--- src/xrd_pkg.sv ---
// Shared types, constants and helper functions for the XYZ to RGB converter.
package xrd_pkg;

	// Powers of ten used for decimal digit counting
	localparam logic [31:0] POW10 [0:9] = '{
		32'd1, 32'd10, 32'd100, 32'd1000, 32'd10000, 32'd100000,
		32'd1000000, 32'd10000000, 32'd100000000, 32'd1000000000
	};

	// Matrix coefficients, scaled by 10^4
	typedef enum logic [3:0] {
		C_RX, C_RY, C_RZ,
		C_GY, C_GX, C_GZ,
		C_BY, C_BX, C_BZ
	} coef_idx_t;

	// One component as seen by a product term
	typedef struct packed {
		logic [31:0] mag;  // magnitude, -2^31 maps to 2^31
		logic        neg;  // sign of the component
		logic [3:0]  n;    // decimal digit count, 0 for zero
	} xrd_operand_t;

	function automatic logic [14:0] coef_value(coef_idx_t idx);
		logic [14:0] c;
		unique case (idx)
			C_RX: c = 15'd23706;
			C_RY: c = 15'd5138;
			C_RZ: c = 15'd53;
			C_GY: c = 15'd14253;
			C_GX: c = 15'd9000;
			C_GZ: c = 15'd147;
			C_BY: c = 15'd886;
			C_BX: c = 15'd4706;
			C_BZ: c = 15'd10094;
			default: c = 15'd0;
		endcase
		return c;
	endfunction

	// Decimal digit count of a coefficient
	function automatic logic [2:0] coef_digits(coef_idx_t idx);
		logic [2:0] d;
		unique case (idx)
			C_RX, C_GY, C_BZ: d = 3'd5;
			C_RY, C_GX, C_BX: d = 3'd4;
			C_GZ, C_BY:       d = 3'd3;
			C_RZ:             d = 3'd2;
			default:          d = 3'd0;
		endcase
		return d;
	endfunction

	// Reciprocal multipliers for exact unsigned 32-bit division by 10^k
	function automatic logic [31:0] div_magic(logic [2:0] k);
		logic [31:0] m;
		case (k)
			3'd1: m = 32'hCCCC_CCCD;
			3'd2: m = 32'h51EB_851F;
			3'd3: m = 32'h1062_4DD3;
			3'd4: m = 32'hD1B7_1759;
			default: m = 32'd0;
		endcase
		return m;
	endfunction

	function automatic logic [5:0] div_shift(logic [2:0] k);
		logic [5:0] s;
		case (k)
			3'd1: s = 6'd35;
			3'd2: s = 6'd37;
			3'd3: s = 6'd38;
			3'd4: s = 6'd45;
			default: s = 6'd0;
		endcase
		return s;
	endfunction

endpackage

--- src/xrd_digits.sv ---
// Decimal digit counter for a 32-bit magnitude.
module xrd_digits (
	input  logic [31:0] mag,
	output logic [3:0]  n
);

	// Count thresholds 10^i that the magnitude reaches
	always_comb begin
		n = 4'd0;
		for (int i = 0; i < 10; i++) begin
			n = n + 4'(mag >= xrd_pkg::POW10[i]);
		end
	end

endmodule

--- config.mk ---
export PLATFORM = sky130hd
export DESIGN_NAME = xrd_digits
export DESIGN_NICKNAME = d
export VERILOG_FILES = /design/src/xrd_pkg.sv /design/src/xrd_digits.sv
export SDC_FILE = /design/constraint.sdc
export NUM_CORES = 1
export LEC_CHECK = 0
export ABC_AREA = 1
export BUFFER_PORTS_ARGS = -buffer_cell sky130_fd_sc_hd__buf_4
export CAP_MARGIN = 20
export CORE_MARGIN = 4
export CORE_UTILIZATION = 53
export DETAILED_ROUTE_END_ITERATION = 12
export PLACE_DENSITY_LB_ADDON = 0.2
export REMOVE_ABC_BUFFERS = 1
export SLEW_MARGIN = 25
export SYNTH_ARGS = -nofsm -noshare
export SYNTH_HDL_FRONTEND = slang
export SYNTH_SLANG_ARGS = --single-unit
--- constraint.sdc ---
create_clock -name vclk -period 4.4
set_input_delay 0.44 -clock vclk [all_inputs]
set_output_delay 0.44 -clock vclk [all_outputs]
set_load 0.05 [all_outputs]
==> results of run 1 <==
layer usage:
layer | wire length, µm | share of wire [%] | GRT usage [%] | vias up
met5 | 0 | 0 | 0 | -
met3 | 116 | 4.5 | 0.888 | 0
met1 | 1170 | 46 | 29.1 | 512
li1 | - | - | - | 621
met4 | 0 | 0 | 1.38 | 0
met2 | 1260 | 49 | 39.8 | 29
cell type report:
| class | instances | area (µm²) |
|---|---|---|
| multi-input combinational | 144 | 827 |
| fill | 135 | 350 |
| timing repair buffer | 36 | 270 |
| inverter | 31 | 116 |
| tap | 24 | 30.0 |
worst max path at each step:
stage	slack (ns)	endpoint	from	cells past startpoint
2_1_floorplan	-0.06	n[2]	mag[20]	15
3_3_place_gp	0.25	n[2]	mag[21]	17
3_5_place_dp	0.17	n[2]	mag[22]	17
4_1_cts	0.17	n[2]	mag[21]	17
5_1_grt	0.03	n[2]	mag[12]	16
6_report	0.22	n[1]	mag[21]	16
synthesized netlist by cell type, types with 2 or more instances:
cell type	n
nor3_1	2
nand2_1	47
o21ai_0	6
ha_1	2
inv_2	2
nor2_4	4
inv_1	27
nor2_1	33
nor2_2	6
nand4_1	4
clkinv_1	2
fa_1	6
a21oi_1	7
nand3_1	14
logic make-up after synthesis:
group                      count (synthesis)  share of synthesized area [%]
buffers and inverters                     33                           14.1
and+or+nand+nor                          119                           60.7
adders and majority gates                  8                           15.4
AOI/OAI and AO/OA                         16                           8.90
xor gates and xnor gates                   1                          0.930
power groups by stage:
stage	Sequential [mW]	Combinational, mW	Clock [mW]
after floorplan	0	0.0374	0
after CTS	0	0.0789	0
after detailed placement	0	0.0785	0
after global placement	0	0.0763	0
final	0	0.0809	0
after global routing	0	0.0909	0
stage by stage:
stage | instances | worst slack [ns] | setup TNS, ns | power (mW)
final | 235 | 0.216 | 0 | 0.0809
after global routing | 235 | 0.0300 | 0 | 0.0909
after CTS | 235 | 0.171 | 0 | 0.0789
after detailed placement | 235 | 0.169 | 0 | 0.0785
after global placement | 235 | 0.253 | 0 | 0.0763
after floorplan | 175 | -0.0565 | -0.0565 | 0.0374
what timing repair did:
| item | in CTS | in global routing |
|---|---|---|
| hold buffers | 0 | 0 |
| endpoints found under the setup margin | 0 | 1 |
| gates resized for setup | 0 | 7 |
==> flow_results.org, run 1 <==
** Logic synthesis
- Portion of the post-synthesis area used by sequential elements :: 0%
- After synthesis, the netlist uses 29 different library cells.
- Total number of yosys warnings :: 0
- The biggest area contributor in the post-synthesis netlist is nand2_1.
- Average size of a mapped cell :: between 5 and 6 µm²
- Yosys top cell area share :: 18.7%
- Cell count after synthesis :: around 180
- Mapped Area :: 942 µm²
- By area the synthesized netlist is led by nand2_1, nor2_1, fa_1, inv_1, nand3_1.

** Setup path
- The worst setup path is launched from an input pin.
- The largest single stage delay on the critical path is 0.55 ns.
- Total buffers and inverters traversed by the critical path :: 5
- Setup crit end kind :: output pin
- Data on the critical path is required at its endpoint by 3.96 ns.
- Grouping stages by cell kind, the critical path spends the most delay in adder cells.
- Of all nets on the critical path, the largest fanout is 5.
- Kind of critical path :: in2out
- Data arrival time of the critical path :: 3.74 ns
- Worst path slowest cell :: fa_1
- Chain of cells forming the critical path :: buf_4 > nor2_1 > and2_4 > nand2_1 > nor2_4 > nand2_4 > nor2_2 > fa_1 > inv_1 > fa_1 > inv_1 > fa_1 > inv_1 > ha_1 > fa_2 > buf_4

** Finish
- Once layout is complete, the utilization of the core stands at 78.0%.
- After the last flow step, the layout net total stands at between 200 and 300.
- Count of clock buffers in the final design :: 0
- Number of sequential storage elements :: 0
- Share of post-route cells with drive strength above 1 :: 27.5%
- Area growth from synthesis to layout :: 32.0%
- Post-route design area :: 1240 µm²
- The sequential cells in the finished layout cover a total of 0 µm².
- The library cell used most frequently in the layout, excluding fill and tap cells, is nand2_1.
- The top cell types in the final layout, fill and taps aside, are nand2_1, buf_4, nor2_1.
- Diode count :: 0

** Global route
- The number of global-route vias before repair is 1119.
- Total global-route track usage :: between 20 and 25%
- Wire length of the first global-routing pass :: 4.53 mm
- The number of antenna violations at the first check in global routing came to 0.
- Largest net degree at the start of global routing :: 9
- GRT overflow :: 0

** Floorplanning
- The initialized floorplan defines 14 standard-cell rows.
- Once the floorplan was initialized, standard cells occupied approximately three fifths of the core.
- The floorplan step defined a die boundary enclosing 2520 µm².
- I/O pin cnt :: 36
- Area of the placeable core :: between 1500 and 2000 µm²
- The floorplan step set the die width to between 50 and 60 µm.
- Die height :: 50.2 µm

** STA
- Hold is met by 1.54 ns.
- The final number of max-transition violations is 0.
- For the finished layout, the period the worst path requires is 4.18 ns.
- Hold violation total from the final report :: 0
- Part of the cycle the worst path needs :: 95.1%
- For the pin with the worst max-slew slack, the measured transition is 0.259 ns.
- Setup repair after global routing missed its margin :: false
- Setup violations remaining at the end of the flow were counted as 0.
- Measured against its own limit, the worst slew margin works out to 82.7%.
- Maximum clock frequency :: 239 MHz

** Route
- Routed vias :: 1162
- In the final routed layout, each cell accounts on average for between 10 and 15 µm.
- DRC errors left :: 0
- For this block, the initial DRC count from the detailed router was 25.
- Number of vias per cell :: 4.94
- Total Routed Length :: between 2 and 3 mm
- Post-route antenna net violation count :: 0
- Initial DRT Pass Iterations :: 4

** Power and ir drop
- The worst-case IR drop observed on VDD is 0.0575 mV.
- Clk network pwr share :: 0%
- Of the total power, registers draw 0%.
- In this run the power spent charging and discharging nets is 0.0459 mW.
- Combinational power share :: 100.0%
- Summed over all cells, the static leakage comes to 0.612 nW.
- In this run the power density over the cells is roughly 65 nW/µm².
- Switching Share :: 56.8%
- The internal portion of the total power is 0.0349 mW.

** Min path
- The tightest min-delay check is of the in2out type.
- Startpoint of the lowest-slack hold path :: mag[4]
- For hold timing, the worst endpoint is n[0].
- Hold Path Stages :: 6

** Job
- Max-Cap Viols :: 0

** Placement
- Routability-driven placement finished with a final weighted congestion of 0.892.
- Cell area after placement :: 1230 µm²
- IO buf count :: 36
- Summed over all nets, the half-perimeter wirelength after detailed placement is approximately 2.2 mm.

** Clock network
- The number of setup buffers added after CTS is 0.

** Run status
- The run finished with clean final reports.
No activity file was read; power rests on OpenSTA's default activity.
==> run 2: changes to the inputs <==
--- a/config.mk
+++ b/config.mk
@@ -8,7 +8,7 @@
 export ABC_AREA = 1
 export BUFFER_PORTS_ARGS = -buffer_cell sky130_fd_sc_hd__buf_4
 export CAP_MARGIN = 20
-export CORE_MARGIN = 4
+export CORE_MARGIN = 8
 export CORE_UTILIZATION = 53
 export DETAILED_ROUTE_END_ITERATION = 12
 export PLACE_DENSITY_LB_ADDON = 0.2
==> constraint.sdc (replaced) <==
create_clock -name vclk -period 4.7
set_input_delay 0.47 -clock vclk [all_inputs]
set_output_delay 0.47 -clock vclk [all_outputs]
set_load 0.05 [all_outputs]
==> run 2 against run 1 <==
Core utilization fell by 6.2 points. Non-clock buffer count did not move. Count of clock-buffer cells in the layout did not move. Cell count rose by 0.43%. Die area rose by 34%. Routed wire length rose by 0.31%. Sequential share of layout area did not move. Combinational power fell by 8.0%. Critical endpoint is now n[2]. Highest routed layer unchanged.
==> flow_results.org, run 2 (synthesis results as in run 1) <==
** Job
- Max-Cap Viols :: 0 (unchanged)

** Placement
- The placed wire-length estimate after detailed placement was 2.27 mm (+1.6%).
- The last weighted congestion value of the routability-driven placer came to 0.907 (+1.7%).
- The number of port buffers was 36 (unchanged).
- Placed Cells incl. Taps :: 236 (+0.43%)

** Setup path
- Data arrival time of the critical path :: 3.85 ns (+0.11 ns)
- The worst setup path is of the in2out kind.
- The worst setup path is captured at an output pin.
- The worst setup path is launched from an input pin.
- WP data required :: 4.23 ns (+0.27 ns)
- Crit-path max FO :: 4 (-1)

** STA
- Final setup viols :: 0 (unchanged)
- Slew margin rel. :: 81.4% (-1.3 points)
- Setup repair after global routing missed its margin :: false
- Setup total negative slack :: 0 ns (unchanged)
- Pin slew with the least headroom to its limit :: 0.276 ns (+0.0173 ns)
- The final hold violation count is 0 (unchanged).
- The worst path uses 91.9% of the clock period.
- Min Tclk post-route :: 4.32 ns
- The final number of max-transition violations was 0 (unchanged).
- Derived from the worst setup path, the maximum achievable clock frequency is ~230 MHz.

** Route
- The sum of routed wire segments on met1 came to 1.08 mm (-7.6%).
- The number of iterations in the first detailed-routing pass is 4 (unchanged).
- The total met2 wirelength after detailed routing is 1.30 mm (+3.2%).
- Total Routed Length :: 2.56 mm (+0.31%)
- The mean number of vias per cell is 5.07 (+2.6%).
- In this run the top signal layer used is met3.
- WL per Instance :: 10.8 µm (-0.11%)
- Count of routing violations after the opening detailed-route iteration :: 35 (+40%)
- Post-route antenna net violation count :: 0 (unchanged)
- The total length of routed met3 wires came to 173 µm (+49%).
- Routed vias :: 1197 (+3.0%)
- DRC errors left :: 0 (unchanged)

** Power and ir drop
- The static power due to leakage is 0.611 nW (-0.22%).
- The power per unit of standard cell area is 60.6 nW/µm² (-6.9%).
- The highest ir drop seen on vdd was 0.0442 mV (-23%).

** Finish
- The final-layout fill cell count came to 167 (+24%).
- Number of sequential storage elements :: 0 (unchanged)
- Diode count :: 0 (unchanged)
- The total area of sequential cells came to 0 µm² (unchanged).
- The count of clock buffers in the final design is 0 (unchanged).
- Area growth from synthesis to layout :: 30.3%
- Number of nets in the finished design :: 253 (unchanged)
- Leaving out fill and tap cells, the most frequent cell in the layout is nand2_1.
- In the layout the commonest cells are nand2_1, buf_4, nor2_1.
- The count of placed standard cells in the final layout, fillers left out came to 236 (+0.43%).
- The proportion of layout cells with a drive suffix above 1 came to 24.6% (-2.8 points).

** Floorplanning
- I/O pin cnt :: 36 (unchanged)
- Area of the placeable core :: 1710 µm² (+7.1%)
- Starting density of the core :: 55.2% (-3.9 points)
- The overall die height came to 58.2 µm (+16%).
- The number of core rows was 15 (+1).
- The width of the die came to 58.2 µm (+16%).
- Overall die area :: 3380 µm² (+34%)

** Global route
- Largest net degree at the start of global routing :: 9 (unchanged)
- Wire length of the first global-routing pass :: 4.53 mm (-0.15%)
- Initial antenna violation count :: 0 (unchanged)
- The final global-route overflow total came to 0 (unchanged).
- Total global-route track usage :: 15.4% (-6.3 points)
- Number of global-route vias before repair :: 1142 (+2.1%)

** Min path
- Class of the worst hold path :: in2out

** Clock network
- Number of buffers added for setup after CTS :: 0 (unchanged)
- CTS Hold Buffers Added :: 0 (unchanged)
- The post-cts sizing count was 0 (unchanged).

** Run status
- Run status :: finished clean
[run 2: cell count changes in the layout (fill, tap and decap cells not counted)]
cell and delta:
nor2_2 -4, o21ai_0 +1, nor3_2 -1, nor2_1 +4, fa_2 -1, o21ai_1 -1
fa_1 +1, nor3_1 +1
[run 2: stage by stage]
step / power, mW / setup slack, ns / cell area (µm²) / hold slack [ns] / util [%]
floorplan: 0.0350 / 0.184 / 926 / 1.55 / -
global placement: 0.0710 / 0.470 / 1230 / 1.61 / 71.9
detailed placement: 0.0735 / 0.396 / 1230 / 1.64 / 71.9
CTS: 0.0740 / 0.373 / 1230 / 1.64 / 71.9
global route: 0.0825 / 0.182 / 1230 / 1.69 / 71.9
finish: 0.0744 / 0.382 / 1230 / 1.64 / 71.9
[run 2: area by class of cell]
| type | count | area [µm²] | share of cell area (%) |
|---|---|---|---|
| Inverter | 31 | 116 | 9.48 |
| Multi-Input combinational cell | 144 | 810 | 66.0 |
| Tap cell | 25 | 31.3 | 2.55 |
| Timing Repair Buffer | 36 | 270 | 22.0 |
[run 2: worst max-delay path, stage by stage]
cell,delay (ns)
buf_4,0.12
inv_1,0.04
nand2_1,0.04
nor2_1,0.22
nand3_1,0.12
nor2_1,0.10
nand2_1,0.06
nand2_1,0.08
fa_1,0.45
fa_1,0.50
inv_1,0.06
fa_1,0.53
inv_1,0.05
ha_1,0.23
fa_1,0.39
xnor2_1,0.17
buf_4,0.22
[run 2: worst paths after layout]
check,from,endpoint,depth (start not counted)
setup / recovery,mag[22],n[2],17
hold / removal,mag[4],n[0],6
[run 2: per-layer routing]
metal  GRT usage (%)  up-vias
li1                -      624
met2            28.8       41
met4               0        0
met3            2.43        0
met1            18.7      532
met5               0        -
[run 2: power by group]
| group | total, mW | internal [mW] | leakage [nW] | switching (mW) |
|---|---|---|---|---|
| sequential | 0 | 0 | 0 | 0 |
| combinational | 0.0744 | 0.0324 | 0.611 | 0.0420 |
| clock | 0 | 0 | 0 | 0 |
==> run 3: changes to the inputs <==
--- a/config.mk
+++ b/config.mk
@@ -12,6 +12,7 @@
 export CORE_UTILIZATION = 53
 export DETAILED_ROUTE_END_ITERATION = 12
 export PLACE_DENSITY_LB_ADDON = 0.2
+export RECOVER_POWER = 25
 export REMOVE_ABC_BUFFERS = 1
 export SLEW_MARGIN = 25
 export SYNTH_ARGS = -nofsm -noshare
==> run 3 against run 2 <==
First-iteration DRC count is the same. Fmax is the same. Power shrank 0.76%. Via count is the same. Cell area shrank 0.31%. Cell count is the same. Routed wire length is 0.12% lower. Critical path depth unchanged. Setup slack hardly changed. Count of clock-buffer cells in the layout did not move. Global-route usage did not move. Critical path type unchanged. Largest power group unchanged. Highest routed layer unchanged.
==> flow_results.org, run 3 (synthesis results as in run 1) <==
** Route
- Routed vias :: 1197 (unchanged)
- Initial DRT Pass Iterations :: 4 (unchanged)
- The number of nets with antenna violations after routing is 0 (unchanged).
- DRC errors left :: 0 (unchanged)
- Count of routing violations after the opening detailed-route iteration :: 35 (unchanged)
- Number of vias per cell :: 5.07 (unchanged)
- The wire length per cell is 10.8 µm (-0.12%).
- The final wirelength came to 2.56 mm (-0.12%).

** Floorplanning
- The overall die height came to 58.2 µm (unchanged).
- Row Count :: 15 (unchanged)
- The core area was 1710 µm² (unchanged).
- The starting density of the core was 55.2% (unchanged).
- The top-level port count is 36 (unchanged).
- Overall die area :: 3380 µm² (unchanged)
- Width of the die :: 58.2 µm (unchanged)

** Min path
- Class of the worst hold path :: in2out
- Startpoint of the lowest-slack hold path :: mag[4]

** Setup path
- The maximum fanout along the worst path is 4 (unchanged).
- The worst endpoint data arrival time is 3.85 ns (about the same).
- Crit path max-delay family :: adder cells
- STA classifies the critical path startpoint as an input pin.
- Setup crit end kind :: output pin
- Highest cell delay on the worst timing path :: 0.53 ns (about the same)
- Total buffers and inverters traversed by the critical path :: 5 (unchanged)
- The data required time of the worst path came to 4.23 ns (about the same).
- Beginning of the critical path :: mag[22]
- Chain of cells forming the critical path :: buf_4 > inv_1 > nand2_1 > nor2_1 > nand3_1 > nor2_1 > nand2_1 > nand2_1 > fa_1 > fa_1 > inv_1 > fa_1 > inv_1 > ha_1 > fa_1 > xnor2_1 > buf_4
- Cell repeated most along the worst path :: fa_1
- The worst setup path is of the in2out kind.
- Worst path slowest cell :: fa_1

** Finish
- Commonest cells after routing, fill and taps aside :: nand2_1, buf_4, nor2_1
- Relative to the synthesized area, the layout overhead comes to 29.9%.
- Area used by sequential logic in the layout :: 0 µm² (unchanged)
- Count of clock buffers in the final design :: 0 (unchanged)
- Most common cell after layout, fill and taps aside :: nand2_1
- The post-layout net count came to 253 (unchanged).
- The proportion of layout cells with a drive suffix above 1 came to 24.2% (-0.47 points).
- The number of sequential cells in the layout was 0 (unchanged).
- The number of antenna cells inserted came to 0 (unchanged).
- The final-layout fill cell count came to 167 (unchanged).

** Power and ir drop
- Power density relative to cell area :: 60.3 nW/µm² (-0.46%)
- The final total power is 0.0738 mW (-0.76%).
- Peak supply drop :: 0.0442 mV (about the same)
- Total leakage power :: 0.607 nW (-0.64%)

** STA
- The post-route worst setup slack came to 0.382 ns (+0.0000110 ns).
- Part of the cycle the worst path needs :: 91.9% (about the same)
- The maximum clock frequency came to 232 MHz (unchanged).
- The sum of negative setup slack came to 0 ns (unchanged).
- The number of endpoints failing setup at the final stage is 0 (unchanged).
- The final number of max-transition violations was 0 (unchanged).
- The clock period minus worst slack was 4.32 ns (-0.0000110 ns).
- The slew at the pin closest to its max-slew limit was 0.600 ns (+0.323 ns).
- Hold violation total from the final report :: 0 (unchanged)
- The worst hold slack came to 1.83 ns (+0.193 ns).
- The relative slew slack came to 60.2% (-21 points).
- Setup repair after global routing missed its margin :: false

** Clock network
- The post-cts sizing count was 0 (unchanged).
- The hold buffer count at cts came to 0 (unchanged).
- The number of buffers inserted by post-CTS setup repair was 0 (unchanged).

** Placement
- Routability-driven placement congestion ratio :: 0.907 (unchanged)
- HPWL after detailed placement :: 2.27 mm (unchanged)
- IO buf count :: 36 (unchanged)
- The setup slack at placement is 0.396 ns (unchanged).

** Run status
- Run status :: finished clean

** Global route
- The first-pass GRT wire length was 4.53 mm (unchanged).
- Number of global-route vias before repair :: 1142 (unchanged)
- The number of antenna violations at the first check in global routing is 0 (unchanged).
- Total global-route track usage :: 15.4% (unchanged)
- The pin count of the biggest net entering global routing is 9 (unchanged).
- The final global-route overflow total came to 0 (unchanged).

** Job
- Max-Cap Viols :: 0 (unchanged)
==> run 3: cell types whose count changed in the layout (fill, tap and decap cells not counted), sizes merged <==
cell,delta
clkbuf,+1
buf,-1
==> run 3: final timing paths <==
kind / cells past startpoint / slack, ns / to
max: 17 / 0.38 / n[2]
min: 6 / 1.83 / n[0]
==> run 3: area by class of cell <==
cell class	instances	area [µm²]	area share, %
timing repair buffer	36	267	21.8
tap	25	31.3	2.56
inverter	31	116	9.51
multi-input combinational	144	810	66.2
==> run 3: metal layers <==
layer | vias up | GRT usage (%) | wire (µm)
met5 | - | 0 | 0
met4 | 0 | 0 | 0
met3 | 0 | 2.43 | 171
met2 | 41 | 28.8 | 1300
met1 | 532 | 18.7 | 1080
li1 | 624 | - | -
==> run 3: through the flow <==
stage          instance area [µm²]  std cells  utilization [%]
2_1_floorplan                  926        175                -
3_3_place_gp                  1230        236             71.9
3_5_place_dp                  1230        236             71.9
4_1_cts                       1230        236             71.9
5_1_grt                       1220        236             71.6
6_report                      1220        236             71.6
==> run 3: tightest hold or removal path, stage by stage <==
cell and delay [ns]:
buf_4 0.09, o21ai_0 0.07, and3_1 0.15, nand2_1 0.07, ha_1 0.23, clkbuf_1 0.29
==> run 3: power breakdown <==
part | total (mW) | leakage [nW] | switching (mW) | internal [mW]
clock | 0 | 0 | 0 | 0
sequential | 0 | 0 | 0 | 0
combinational | 0.0738 | 0.607 | 0.0419 | 0.0319
total | 0.0738 | 0.607 | 0.0419 | 0.0319
